===== config.mk =====
export PLATFORM = sky130hd
export DESIGN_NAME = asctime_date_parser_flat
export DESIGN_NICKNAME = d
export VERILOG_FILES = /design/src/hw/rtl/adp_pkg.sv /design/src/hw/rtl/adp_if.sv /design/src/hw/rtl/asctime_date_parser.sv /design/src/hw/rtl/adp_parser.sv /design/src/hw/rtl/adp_out_fifo.sv /design/src/flat_wrapper.sv
export VERILOG_INCLUDE_DIRS = /design/src /design/src/hw/rtl
export SDC_FILE = /design/constraint.sdc
export NUM_CORES = 1
export LEC_CHECK = 0
export CORE_MARGIN = 8
export CORE_UTILIZATION = 50
export CTS_CLUSTER_SIZE = 12
export DETAILED_ROUTE_END_ITERATION = 6
export DONT_BUFFER_PORTS = 1
export GPL_ROUTABILITY_DRIVEN = 0
export GPL_TIMING_DRIVEN = 0
export MAX_ROUTING_LAYER = met4
export PLACE_DENSITY = 0.62
export SYNTH_ARGS = -nofsm -noshare
export SYNTH_HDL_FRONTEND = slang
export SYNTH_SLANG_ARGS = --single-unit

===== constraint.sdc =====
create_clock -name i_clk -period 8.8 [get_ports i_clk]
set_clock_uncertainty 0.1 [all_clocks]
set_input_delay 1.32 -clock i_clk [delete_from_list [all_inputs] [get_ports i_clk]]
set_output_delay 1.32 -clock i_clk [all_outputs]
set_load 0.05 [all_outputs]

===== src/hw/rtl/asctime_date_parser_assert.svh =====
// Assertion macros for the asctime date parser.
// Included by files that check their own logic; no other dependencies.
`ifndef ASCTIME_DATE_PARSER_ASSERT_SVH
`define ASCTIME_DATE_PARSER_ASSERT_SVH

// Same-cycle implication, disabled while reset is held.
`define ADP_ASSERT_IMPLY(name, clk, rst_n, ante, cons, msg) \
    name: assert property (@(posedge clk) disable iff (!rst_n) (ante) |-> (cons)) \
        else $error(msg);

// Next-cycle implication, disabled while reset is held.
`define ADP_ASSERT_NEXT(name, clk, rst_n, ante, cons, msg) \
    name: assert property (@(posedge clk) disable iff (!rst_n) (ante) |=> (cons)) \
        else $error(msg);

`endif


===== src/hw/rtl/adp_pkg.sv =====
// Shared types, codes and name tables for the asctime date parser.
// No dependencies; imported by the parser, the result queue and the top level.
package adp_pkg;

    typedef enum logic [3:0] {
        PH_W0, PH_W1, PH_W2, PH_W3, PH_SK1,
        PH_M1, PH_M2, PH_M3, PH_SK2,
        PH_NUM, PH_DONE, PH_ERR
    } t_phase;

    // Position inside one number: before sign, after sign, within digits
    typedef enum logic [1:0] {
        SUB_START, SUB_SIGNED, SUB_DIGITS
    } t_sub;

    typedef logic signed [14:0] t_num;
    typedef logic [13:0]        t_acc;
    typedef logic [2:0]         t_field;

    localparam int     NUM_FIELDS = 5;
    localparam t_field FLD_DAY    = 3'd0;
    localparam t_field FLD_SECOND = 3'd3;
    localparam t_field FLD_YEAR   = 3'd4;

    localparam logic [1:0] ST_OK        = 2'd0;
    localparam logic [1:0] ST_BAD_WDAY  = 2'd1;
    localparam logic [1:0] ST_BAD_MONTH = 2'd2;
    localparam logic [1:0] ST_EARLY     = 2'd3;

    localparam t_acc SAT_MAX = 14'd9999;

    localparam logic [7:0] CH_SPACE = 8'h20;
    localparam logic [7:0] CH_TAB   = 8'h09;
    localparam logic [7:0] CH_PLUS  = 8'h2B;
    localparam logic [7:0] CH_MINUS = 8'h2D;
    localparam logic [7:0] CH_ZERO  = 8'h30;
    localparam logic [7:0] CH_NINE  = 8'h39;

    localparam logic [23:0] WDAY_NAMES [7] = '{
        "Sun", "Mon", "Tue", "Wed", "Thu", "Fri", "Sat"
    };
    localparam logic [23:0] MONTH_NAMES [12] = '{
        "Jan", "Feb", "Mar", "Apr", "May", "Jun",
        "Jul", "Aug", "Sep", "Oct", "Nov", "Dec"
    };

    localparam int OUT_DEPTH = 2;

    typedef struct packed {
        logic [1:0] status;
        logic [2:0] day_of_week;
        logic [3:0] month_number;
        t_num       day_of_month;
        t_num       hour_value;
        t_num       minute_value;
        t_num       second_value;
        t_num       year_value;
    } t_result;

endpackage


===== src/hw/rtl/adp_if.sv =====
// Valid/ready channel interfaces for the asctime date parser.
// Character channel in, parsed date channel out; no dependencies.
interface adp_char_if;
    logic       valid;
    logic       ready;
    logic [7:0] char_code;
    logic       last;

    modport source (output valid, output char_code, output last, input ready);
    modport sink   (input valid, input char_code, input last, output ready);
endinterface

interface adp_date_if;
    logic              valid;
    logic              ready;
    logic        [1:0] status;
    logic        [2:0] day_of_week;
    logic        [3:0] month_number;
    logic signed [14:0] day_of_month;
    logic signed [14:0] hour_value;
    logic signed [14:0] minute_value;
    logic signed [14:0] second_value;
    logic signed [14:0] year_value;

    modport source (output valid, output status, output day_of_week, output month_number,
                    output day_of_month, output hour_value, output minute_value,
                    output second_value, output year_value, input ready);
    modport sink   (input valid, input status, input day_of_week, input month_number,
                    input day_of_month, input hour_value, input minute_value,
                    input second_value, input year_value, output ready);
endinterface


===== src/hw/rtl/asctime_date_parser.sv =====
// Channel   | Dir | Beat contents
// ----------+-----+-----------------------------------------------------------
// i_in      | in  | char_code, last (one character of the date line)
// o_out     | out | status, day_of_week, month_number, five saturated numbers
//
// One character per cycle: the line state updates in a single pass from the
// state registers back into themselves, and the result of the beat that carries
// last is written to a two-entry output queue in the same cycle.
// The result is then offered on o_out from the queue. Reset is synchronous, active low,
// and returns the parser to the start of a line with an empty queue.
// i_in.ready drops only while both queue entries wait on o_out.
// Top level of the asctime date parser; uses adp_pkg, adp_if, adp_parser,
// adp_out_fifo and the assertion macros header.
`include "asctime_date_parser_assert.svh"

module asctime_date_parser (
    input  logic   i_clk,
    input  logic   i_rst_n,
    adp_char_if.sink   i_in,
    adp_date_if.source o_out
);
    import adp_pkg::*;

    logic    in_accept;
    logic    res_valid;
    logic    queue_full;
    t_result res;
    t_result head;

    assign i_in.ready = !queue_full;
    assign in_accept  = i_in.valid && i_in.ready;

    adp_parser u_parser (
        .i_clk       (i_clk),
        .i_rst_n     (i_rst_n),
        .i_accept    (in_accept),
        .i_char_code (i_in.char_code),
        .i_last      (i_in.last),
        .o_res_valid (res_valid),
        .o_res       (res)
    );

    adp_out_fifo u_out_fifo (
        .i_clk   (i_clk),
        .i_rst_n (i_rst_n),
        .i_push  (res_valid),
        .i_data  (res),
        .o_full  (queue_full),
        .o_valid (o_out.valid),
        .i_pop   (o_out.ready),
        .o_data  (head)
    );

    assign o_out.status       = head.status;
    assign o_out.day_of_week  = head.day_of_week;
    assign o_out.month_number = head.month_number;
    assign o_out.day_of_month = head.day_of_month;
    assign o_out.hour_value   = head.hour_value;
    assign o_out.minute_value = head.minute_value;
    assign o_out.second_value = head.second_value;
    assign o_out.year_value   = head.year_value;

    `ADP_ASSERT_NEXT(a_last_gives_result, i_clk, i_rst_n, in_accept && i_in.last, o_out.valid, "final character gave no result")
    `ADP_ASSERT_IMPLY(a_stall_has_pending, i_clk, i_rst_n, !i_in.ready, o_out.valid, "input stalled with no result pending")
    `ADP_ASSERT_IMPLY(a_bad_wday_clean, i_clk, i_rst_n, o_out.valid && o_out.status == ST_BAD_WDAY, o_out.day_of_week == 3'd0 && o_out.month_number == 4'd1 && o_out.year_value == 15'sd0, "bad weekday result carries stale fields")
    `ADP_ASSERT_IMPLY(a_bad_month_clean, i_clk, i_rst_n, o_out.valid && o_out.status == ST_BAD_MONTH, o_out.month_number == 4'd1 && o_out.day_of_month == 15'sd0, "bad month result carries stale fields")

endmodule


===== src/hw/rtl/adp_parser.sv =====
// Per-character line state and its combinational next-state update for the date parser.
// Depends on adp_pkg; emits one result on the beat that carries last.
module adp_parser (
    input  logic             i_clk,
    input  logic             i_rst_n,
    input  logic             i_accept,
    input  logic [7:0]       i_char_code,
    input  logic             i_last,
    output logic             o_res_valid,
    output adp_pkg::t_result o_res
);
    import adp_pkg::*;

    t_phase     r_phase,  n_phase;
    t_sub       r_sub,    n_sub;
    t_field     r_field,  n_field;
    logic [15:0] r_name,  n_name;
    logic [2:0] r_wday,   n_wday;
    logic [3:0] r_month,  n_month;
    t_acc       r_acc,    n_acc;
    logic       r_neg,    n_neg;
    t_num       r_fields [NUM_FIELDS];
    t_num       n_fields [NUM_FIELDS];
    logic [1:0] r_err,    n_err;

    logic        is_blank, is_digit, is_sign, is_minus;
    logic [23:0] full_name;
    logic        wday_hit, month_hit;
    logic [2:0]  wday_idx;
    logic [3:0]  month_num;
    logic        e_num, num_end, chain;
    t_field      e_field, nf1, nf2;
    t_sub        e_sub;
    t_num        prev_val, sacc;
    logic [16:0] sat_sum;
    t_acc        acc_digits, dval;
    logic        year_started;

    function automatic t_num signed_value(input t_acc m, input logic neg);
        t_num mag;
        mag = t_num'({1'b0, m});
        return neg ? -mag : mag;
    endfunction

    assign is_blank  = (i_char_code == CH_SPACE) || (i_char_code == CH_TAB);
    assign is_digit  = (i_char_code >= CH_ZERO) && (i_char_code <= CH_NINE);
    assign is_minus  = (i_char_code == CH_MINUS);
    assign is_sign   = is_minus || (i_char_code == CH_PLUS);
    assign dval      = {10'd0, i_char_code[3:0]};
    assign full_name = {r_name, i_char_code};

    always_comb begin
        wday_hit  = 1'b0;
        wday_idx  = 3'd0;
        month_hit = 1'b0;
        month_num = 4'd1;
        for (int i = 0; i < 7; i++) begin
            if (!wday_hit && WDAY_NAMES[i] == full_name) begin
                wday_hit = 1'b1;
                wday_idx = 3'(i);
            end
        end
        for (int i = 0; i < 12; i++) begin
            if (!month_hit && MONTH_NAMES[i] == full_name) begin
                month_hit = 1'b1;
                month_num = 4'(i + 1);
            end
        end
    end

    // A non-blank after the month gap is the first character of the day number
    assign e_num   = (r_phase == PH_NUM) || (r_phase == PH_SK2 && !is_blank);
    assign e_field = (r_phase == PH_NUM) ? r_field : FLD_DAY;
    assign e_sub   = (r_phase == PH_NUM) ? r_sub : SUB_START;
    assign nf1     = e_field + 3'd1;
    assign nf2     = e_field + 3'd2;
    assign num_end = e_num && !is_digit && !(e_sub == SUB_START && is_sign);
    // A lone sign is the skipped character; the offender starts the next number
    assign chain   = num_end && (e_sub == SUB_SIGNED) && (e_field != FLD_YEAR);

    assign prev_val   = (e_field == FLD_DAY) ? t_num'(0) : r_fields[3'(e_field - 3'd1)];
    assign sacc       = signed_value(r_acc, r_neg);
    assign sat_sum    = {r_acc, 3'b000} + {2'b00, r_acc, 1'b0} + {13'd0, i_char_code[3:0]};
    assign acc_digits = (sat_sum > 17'(SAT_MAX)) ? SAT_MAX : sat_sum[13:0];

    // Next state: phase, field and position inside the number
    always_comb begin
        n_phase = r_phase;
        n_field = r_field;
        n_sub   = r_sub;
        case (r_phase)
            PH_W0:  n_phase = PH_W1;
            PH_W1:  n_phase = PH_W2;
            PH_W2:  n_phase = wday_hit ? PH_W3 : PH_ERR;
            PH_W3:  n_phase = PH_SK1;
            PH_SK1: if (!is_blank) n_phase = PH_M1;
            PH_M1:  n_phase = PH_M2;
            PH_M2:  n_phase = month_hit ? PH_M3 : PH_ERR;
            PH_M3:  n_phase = PH_SK2;
            PH_SK2, PH_NUM: begin
                if (e_num) begin
                    n_phase = PH_NUM;
                    n_field = e_field;
                    if (!num_end) begin
                        n_sub = (e_sub == SUB_START && is_sign) ? SUB_SIGNED : SUB_DIGITS;
                    end else if (chain && is_sign) begin
                        n_field = nf1;
                        n_sub   = SUB_SIGNED;
                    end else if (chain) begin
                        if (nf1 == FLD_YEAR) begin
                            n_phase = PH_DONE;
                        end else begin
                            n_field = nf2;
                            n_sub   = SUB_START;
                        end
                    end else if (e_field == FLD_YEAR) begin
                        n_phase = PH_DONE;
                    end else begin
                        n_field = nf1;
                        n_sub   = SUB_START;
                    end
                end
            end
            PH_DONE, PH_ERR: n_phase = r_phase;
            default: n_phase = PH_ERR;
        endcase
    end

    // Datapath: names, accumulator, sign and number fields
    always_comb begin
        n_name  = r_name;
        n_wday  = r_wday;
        n_month = r_month;
        n_acc   = r_acc;
        n_neg   = r_neg;
        n_err   = r_err;
        for (int i = 0; i < NUM_FIELDS; i++) begin
            n_fields[i] = r_fields[i];
        end
        case (r_phase)
            PH_W0: n_name = {8'd0, i_char_code};
            PH_W1, PH_M1: n_name = {r_name[7:0], i_char_code};
            PH_W2: begin
                if (wday_hit) n_wday = wday_idx;
                else          n_err  = ST_BAD_WDAY;
            end
            PH_M2: begin
                if (month_hit) n_month = month_num;
                else           n_err   = ST_BAD_MONTH;
            end
            PH_SK1: if (!is_blank) n_name = {8'd0, i_char_code};
            PH_SK2, PH_NUM: begin
                if (e_num && !num_end) begin
                    if (is_digit) n_acc = (e_sub == SUB_DIGITS) ? acc_digits : dval;
                    else          n_neg = is_minus;
                end else if (num_end) begin
                    n_acc = '0;
                    n_neg = 1'b0;
                    for (int i = 0; i < NUM_FIELDS; i++) begin
                        if (3'(i) == e_field) begin
                            n_fields[i] = (e_sub == SUB_DIGITS) ? sacc : prev_val;
                        end
                        if (chain && !is_sign && 3'(i) == nf1) begin
                            n_fields[i] = prev_val;
                        end
                    end
                    if (chain && is_sign) n_neg = is_minus;
                end
            end
            default: n_name = r_name;
        endcase
    end

    // Result, taken from the state as it stands after this character
    assign year_started = (n_phase == PH_DONE) || (n_phase == PH_NUM && n_field == FLD_YEAR);

    always_comb begin
        o_res.day_of_week  = n_wday;
        o_res.month_number = n_month;
        o_res.day_of_month = n_fields[0];
        o_res.hour_value   = n_fields[1];
        o_res.minute_value = n_fields[2];
        o_res.second_value = n_fields[FLD_SECOND];
        o_res.year_value   = n_fields[FLD_YEAR];
        if (n_err != ST_OK) begin
            o_res.status = n_err;
        end else if (!year_started) begin
            o_res.status = ST_EARLY;
        end else begin
            o_res.status = ST_OK;
            if (n_phase == PH_NUM) begin
                o_res.year_value = (n_sub == SUB_DIGITS) ? signed_value(n_acc, n_neg)
                                                         : n_fields[FLD_SECOND];
            end
        end
    end

    assign o_res_valid = i_accept && i_last;

    always_ff @(posedge i_clk) begin
        if (!i_rst_n || (i_accept && i_last)) begin
            r_phase <= PH_W0;
            r_sub   <= SUB_START;
            r_field <= FLD_DAY;
            r_name  <= '0;
            r_wday  <= '0;
            r_month <= 4'd1;
            r_acc   <= '0;
            r_neg   <= 1'b0;
            r_err   <= ST_OK;
            for (int i = 0; i < NUM_FIELDS; i++) begin
                r_fields[i] <= '0;
            end
        end else if (i_accept) begin
            r_phase <= n_phase;
            r_sub   <= n_sub;
            r_field <= n_field;
            r_name  <= n_name;
            r_wday  <= n_wday;
            r_month <= n_month;
            r_acc   <= n_acc;
            r_neg   <= n_neg;
            r_err   <= n_err;
            for (int i = 0; i < NUM_FIELDS; i++) begin
                r_fields[i] <= n_fields[i];
            end
        end
    end

endmodule


===== src/hw/rtl/adp_out_fifo.sv =====
// Small result queue that decouples the parser from the output channel.
// Depends on adp_pkg for the result type and depth.
module adp_out_fifo (
    input  logic             i_clk,
    input  logic             i_rst_n,
    input  logic             i_push,
    input  adp_pkg::t_result i_data,
    output logic             o_full,
    output logic             o_valid,
    input  logic             i_pop,
    output adp_pkg::t_result o_data
);
    import adp_pkg::*;

    localparam int PTR_W = (OUT_DEPTH > 1) ? $clog2(OUT_DEPTH) : 1;
    localparam int CNT_W = $clog2(OUT_DEPTH + 1);

    t_result            r_mem [OUT_DEPTH];
    logic [PTR_W-1:0]   r_wr_ptr, r_rd_ptr, n_wr_ptr, n_rd_ptr;
    logic [CNT_W-1:0]   r_count, n_count;
    logic               pop;

    assign o_full  = (r_count == CNT_W'(OUT_DEPTH));
    assign o_valid = (r_count != '0);
    assign o_data  = r_mem[r_rd_ptr];
    assign pop     = o_valid && i_pop;

    always_comb begin
        n_wr_ptr = r_wr_ptr;
        n_rd_ptr = r_rd_ptr;
        n_count  = r_count;
        if (i_push) begin
            n_wr_ptr = (r_wr_ptr == PTR_W'(OUT_DEPTH - 1)) ? '0 : r_wr_ptr + 1'b1;
        end
        if (pop) begin
            n_rd_ptr = (r_rd_ptr == PTR_W'(OUT_DEPTH - 1)) ? '0 : r_rd_ptr + 1'b1;
        end
        if (i_push && !pop) n_count = r_count + 1'b1;
        else if (!i_push && pop) n_count = r_count - 1'b1;
    end

    always_ff @(posedge i_clk) begin
        if (!i_rst_n) begin
            r_wr_ptr <= '0;
            r_rd_ptr <= '0;
            r_count  <= '0;
        end else begin
            r_wr_ptr <= n_wr_ptr;
            r_rd_ptr <= n_rd_ptr;
            r_count  <= n_count;
        end
    end

    always_ff @(posedge i_clk) begin
        if (i_push) r_mem[r_wr_ptr] <= i_data;
    end

endmodule


===== src/flat_wrapper.sv =====
// flat-port wrapper written by rule: the top's interface ports become plain ports
module asctime_date_parser_flat import adp_pkg::*;
  (i_clk, i_rst_n, i_in_valid, i_in_char_code, i_in_last, i_in_ready, o_out_valid, o_out_status, o_out_day_of_week, o_out_month_number, o_out_day_of_month, o_out_hour_value, o_out_minute_value, o_out_second_value, o_out_year_value, o_out_ready);
  adp_char_if i_in_i ();
  adp_date_if o_out_i ();
  input  logic i_clk;
  input  logic i_rst_n;
  input wire logic [$bits(i_in_i.valid)-1:0] i_in_valid;
  input wire logic [$bits(i_in_i.char_code)-1:0] i_in_char_code;
  input wire logic [$bits(i_in_i.last)-1:0] i_in_last;
  output wire logic [$bits(i_in_i.ready)-1:0] i_in_ready;
  output wire logic [$bits(o_out_i.valid)-1:0] o_out_valid;
  output wire logic [$bits(o_out_i.status)-1:0] o_out_status;
  output wire logic [$bits(o_out_i.day_of_week)-1:0] o_out_day_of_week;
  output wire logic [$bits(o_out_i.month_number)-1:0] o_out_month_number;
  output wire logic [$bits(o_out_i.day_of_month)-1:0] o_out_day_of_month;
  output wire logic [$bits(o_out_i.hour_value)-1:0] o_out_hour_value;
  output wire logic [$bits(o_out_i.minute_value)-1:0] o_out_minute_value;
  output wire logic [$bits(o_out_i.second_value)-1:0] o_out_second_value;
  output wire logic [$bits(o_out_i.year_value)-1:0] o_out_year_value;
  input wire logic [$bits(o_out_i.ready)-1:0] o_out_ready;
  assign i_in_i.valid = i_in_valid;
  assign i_in_i.char_code = i_in_char_code;
  assign i_in_i.last = i_in_last;
  assign i_in_ready = i_in_i.ready;
  assign o_out_valid = o_out_i.valid;
  assign o_out_status = o_out_i.status;
  assign o_out_day_of_week = o_out_i.day_of_week;
  assign o_out_month_number = o_out_i.month_number;
  assign o_out_day_of_month = o_out_i.day_of_month;
  assign o_out_hour_value = o_out_i.hour_value;
  assign o_out_minute_value = o_out_i.minute_value;
  assign o_out_second_value = o_out_i.second_value;
  assign o_out_year_value = o_out_i.year_value;
  assign o_out_i.ready = o_out_ready;
  asctime_date_parser u_core (.i_clk(i_clk), .i_rst_n(i_rst_n), .i_in(i_in_i), .o_out(o_out_i));
endmodule

==> results_dict.tcl <==
set metrics [dict create \
    ctsHtreeMaxLevel 1 \
    finalSetupTns_ns 0 \
    synth_area_leader_cell "edfxtp_1" \
    detail_route.wirelength_um 47200 \
    ys.flop_type "edfxtp_1" \
    boundaryPins 99 \
    die_h_um 198 \
    drtIter0Drc 1544 \
    timing.critical_path.max_delay_family "compound AO/OA/AOI/OAI gates" \
    worst-path-max-fanout 10 \
    power_leakage_uw 0.00623 \
    setup.worst_path.start_class "input pin" \
    post_route_cells_drive_above_1_share_pct 12.2 \
    yosys-top-cells-count "edfxtp_1, nor2_1, nand2_1, a21oi_1, mux2_2" \
    vias_per_cell 6.31 \
    fraction_of_power_consumed_by_sequential_logic_pct 43.4 \
    clock_power_share_pct 30.4 \
    cts_root_buf "clkbuf_16" \
    cts_hold_buf 0 \
    utilization_pct 55.7 \
    antenna_violating_nets_post_route 0 \
    post_cts_buffers 0 \
    power.net_switching_uw 1470 \
    critPathLaunch "i_in_char_code[3]" \
    worst_slew_pin_slew_ns 1.40 \
    layout.nets 1645 \
    vdd_drop_max_mv 0.239 \
    post_cts_resize_count 0 \
    fmax_mhz 164 \
    synth_edf_count 243 \
    post_drt_wl_per_cell_um 23.0 \
    number_of_pins_exceeding_their_max_slew_limit_in_the_final_report 0 \
    overflow 0 \
    regToRegEndpoint "u_core.u_out_fifo.r_mem[1][8]$_DFFE_PP_" \
    drt_drc_violations_left 0 \
    synth.cell_area_sq_um 16500 \
    cp_max_stage_cell "fa_1" \
    reg2reg_setup_slack_ns 3.26 \
    relSlewSlack_pct 5.65 \
    postSynthAreaPerCell_sq_um 10.6 \
    pwr_density_cell_nw_per_um2 231 \
    cts.sinks 297 \
    timing_worst_setup_path_type "input pin to flip-flop" \
    initial_core_util_pct 50.7 \
    synth_area_leaders "edfxtp_1, dfxtp_1, mux2_2" \
    rsz0062_at_grt "false" \
    cp_data_arrival_time_ns 6.38 \
    detailed_place_hpwl_um 34800 \
    drtPass1Iterations 6 \
    pin_count_of_the_biggest_net_entering_global_routing 50 \
    async_flop_share_pct 0 \
    yosys.cell_count.top_type "edfxtp_1" \
    global_routing_usage_summed_across_all_routing_layers_pct 24.4 \
    holdWs_ns 0.380 \
    switching_share_pct 35.1 \
    timing.critical_path.depth 19 \
    via_count 12900 \
    final_total_pwr_uw 4180 \
    final_min_period_over_clock_period_pct 69.4 \
    tritoncts.num_buffers 31 \
    cts_tree "yes" \
    area.growth.synth_to_final_pct 9.77 \
    cts.clk_slew.worst_paths_ns 0.06 \
    run_status "finished, final reports clean" \
    report.final.setup_viol 0 \
    clk_path_buf_depth 3 \
    postSynthCellCount 1552 \
    yosys_warnings 0 \
    post-route-min-period_ns 6.11 \
    chipWidth_um 198 \
    worstPathBufferInverterCount 3 \
    timing.critical_path.required_ns 9.07 \
    crit_path_end "u_core.u_out_fifo.r_mem[0][6]$_DFFE_PP_" \
    p_int_uw 2710 \
    antenna_found_initial 1 \
    floorplan.die_area_sq_um 39100 \
    critical_path.max_stage_delay_ns 0.56 \
    max_cap_viol_count 0 \
    timing.final.hold_violations 0 \
    core-area_sq_um 32500 \
    crit_path_cell_trace "buf_2, inv_1, fa_1, inv_1, fa_1, a211oi_2, o21ai_1, a21oi_1, o21ai_1, a2111oi_4, a21boi_4, o21ai_2, nand2_1, ha_1, nor2b_1, a21oi_1, xnor2_1, mux2i_1, mux2i_1" \
    yosysUniqueCellTypes 95 \
    combPwrFrac_pct 26.2 \
    crit-reg2reg-launch "u_core.u_parser.r_phase[3]$_SDFFE_PP0P_" \
    ys_seq_area_share_pct 50.7 \
    grt_pass1_wl_um 72100 \
    grt_pass1_vias 12200 \
    clk_latency_ns 0.58 \
    synth-seq-cells 297 \
    syn_nets 1608 \
    worst-r2r-cell-count 16 \
    worstHoldPathType "flip-flop to flip-flop" \
    end_kind "flip-flop" \
    top_area_cell_type_share_of_the_netlist_area_pct 44.2 \
    port-buffer-count 0 \
    row_count 66 \
]
-- layer usage --
metal	vias up	global-route usage, %	part of all wire, %
li1	5884	-	-
met3	131	6.74	11
met1	6197	33.4	43
met2	722	35.3	43
met4	0	6.47	2.9
met5	-	-	0
-- power by group through the flow --
stage / logic (uW) / registers (uW) / clock network, uW
floorplan: 901 / 1790 / 0
global placement: 1080 / 1850 / 0
detailed placement: 1100 / 1830 / 0
CTS: 1100 / 1800 / 1290
global route: 1160 / 1820 / 1340
finish: 1090 / 1810 / 1270
-- flip-flops by register name (all words and copies together), names as in the netlist, named ones only --
signal / count
u_core.u_out_fifo.r_wr_ptr: 1
u_core.u_parser.r_sub: 2
u_core.u_parser.r_phase: 4
u_core.u_parser.r_field: 3
u_core.u_parser.r_month: 4
u_core.u_parser.r_acc: 14
u_core.u_parser.r_fields: 75
u_core.u_parser.r_err: 2
u_core.u_parser.r_neg: 1
u_core.u_out_fifo.r_mem: 168
u_core.u_parser.r_name: 16
u_core.u_out_fifo.r_rd_ptr: 1
u_core.u_parser.r_wday: 3
u_core.u_out_fifo.r_count: 2
-- area by class of cell --
| class | count | area, sq um |
|---|---|---|
| diodes | 1 | 2.50 |
| plain buffers | 92 | 384 |
| clock buffers | 41 | 813 |
| clock inverters | 10 | 144 |
| fillers | 2879 | 14400 |
| inverters | 24 | 91.3 |
| multi-input cells | 1139 | 7670 |
| flip-flops and latches | 297 | 8380 |
| well taps | 442 | 553 |
| repair buffers | 4 | 87.6 |
-- layout by cell type (no fill, tap or decap), types with 24 or more instances in the layout --
| cell type | n |
|---|---|
| and2_1 | 84 |
| nor2_1 | 148 |
| dfxtp_1 | 54 |
| ha_1 | 41 |
| a21oi_1 | 129 |
| clkbuf_16 | 31 |
| edfxtp_1 | 243 |
| clkbuf_1 | 77 |
| nand2_1 | 140 |
| mux2_2 | 85 |
| nand3_1 | 28 |
| o22ai_1 | 67 |
| nor3_1 | 24 |
| mux2i_1 | 25 |
| o21ai_0 | 74 |
-- worst register-to-register path, delay by kind of cell (launching register included) --
kind                     cells  cell delay (ns)
AND/OR/NAND/NOR              5             1.32
AO/OA/AOI/OAI                4             1.58
adder cells (fa/ha/maj)      2             0.58
flip-flops                   1             0.30
multiplexers                 1             0.16
buffers and inverters        4             1.33
-- logic make-up (layout without fill, tap and decap cells) --
family | after synthesis | count (layout) | share of synthesized area, %
other | 0 | 1 | 0
buffers and inverters | 116 | 171 | 2.87
and+or+nand+nor | 531 | 531 | 16.1
muxes | 125 | 125 | 9.36
DFF | 297 | 297 | 50.7
xor gates and xnor gates | 35 | 35 | 1.86
adders and majority gates | 43 | 43 | 3.35
AOI/OAI and AO/OA | 405 | 405 | 15.7
-- per-stage QoR --
stage | worst slack [ns] | instances | instance area, sq um
floorplan | 3.04 | 1552 | 16500
global placement | 0.724 | 1994 | 17100
detailed placement | 2.17 | 1998 | 17200
CTS | 2.75 | 2049 | 18100
global route | 2.40 | 2050 | 18100
finish | 2.69 | 2050 | 18100
-- worst min-delay path by stage --
| stage | start | to | depth (start not counted) |
|---|---|---|---|
| after global placement | u_core.u_parser.r_name[15]$_SDFFE_PP0P_ | u_core.u_parser.r_name[15]$_SDFFE_PP0P_ | 2 |
| after global routing | u_core.u_parser.r_name[14]$_SDFFE_PP0P_ | u_core.u_parser.r_name[14]$_SDFFE_PP0P_ | 2 |
| final | u_core.u_parser.r_month[3]$_SDFFE_PP0P_ | u_core.u_parser.r_month[3]$_SDFFE_PP0P_ | 1 |
| after CTS | u_core.u_parser.r_name[14]$_SDFFE_PP0P_ | u_core.u_parser.r_name[14]$_SDFFE_PP0P_ | 2 |
| after floorplan | u_core.u_parser.r_name[15]$_SDFFE_PP0P_ | u_core.u_parser.r_name[15]$_SDFFE_PP0P_ | 2 |
| after detailed placement | u_core.u_parser.r_name[14]$_SDFFE_PP0P_ | u_core.u_parser.r_name[14]$_SDFFE_PP0P_ | 2 |
No activity file was read; power rests on OpenSTA's default activity.
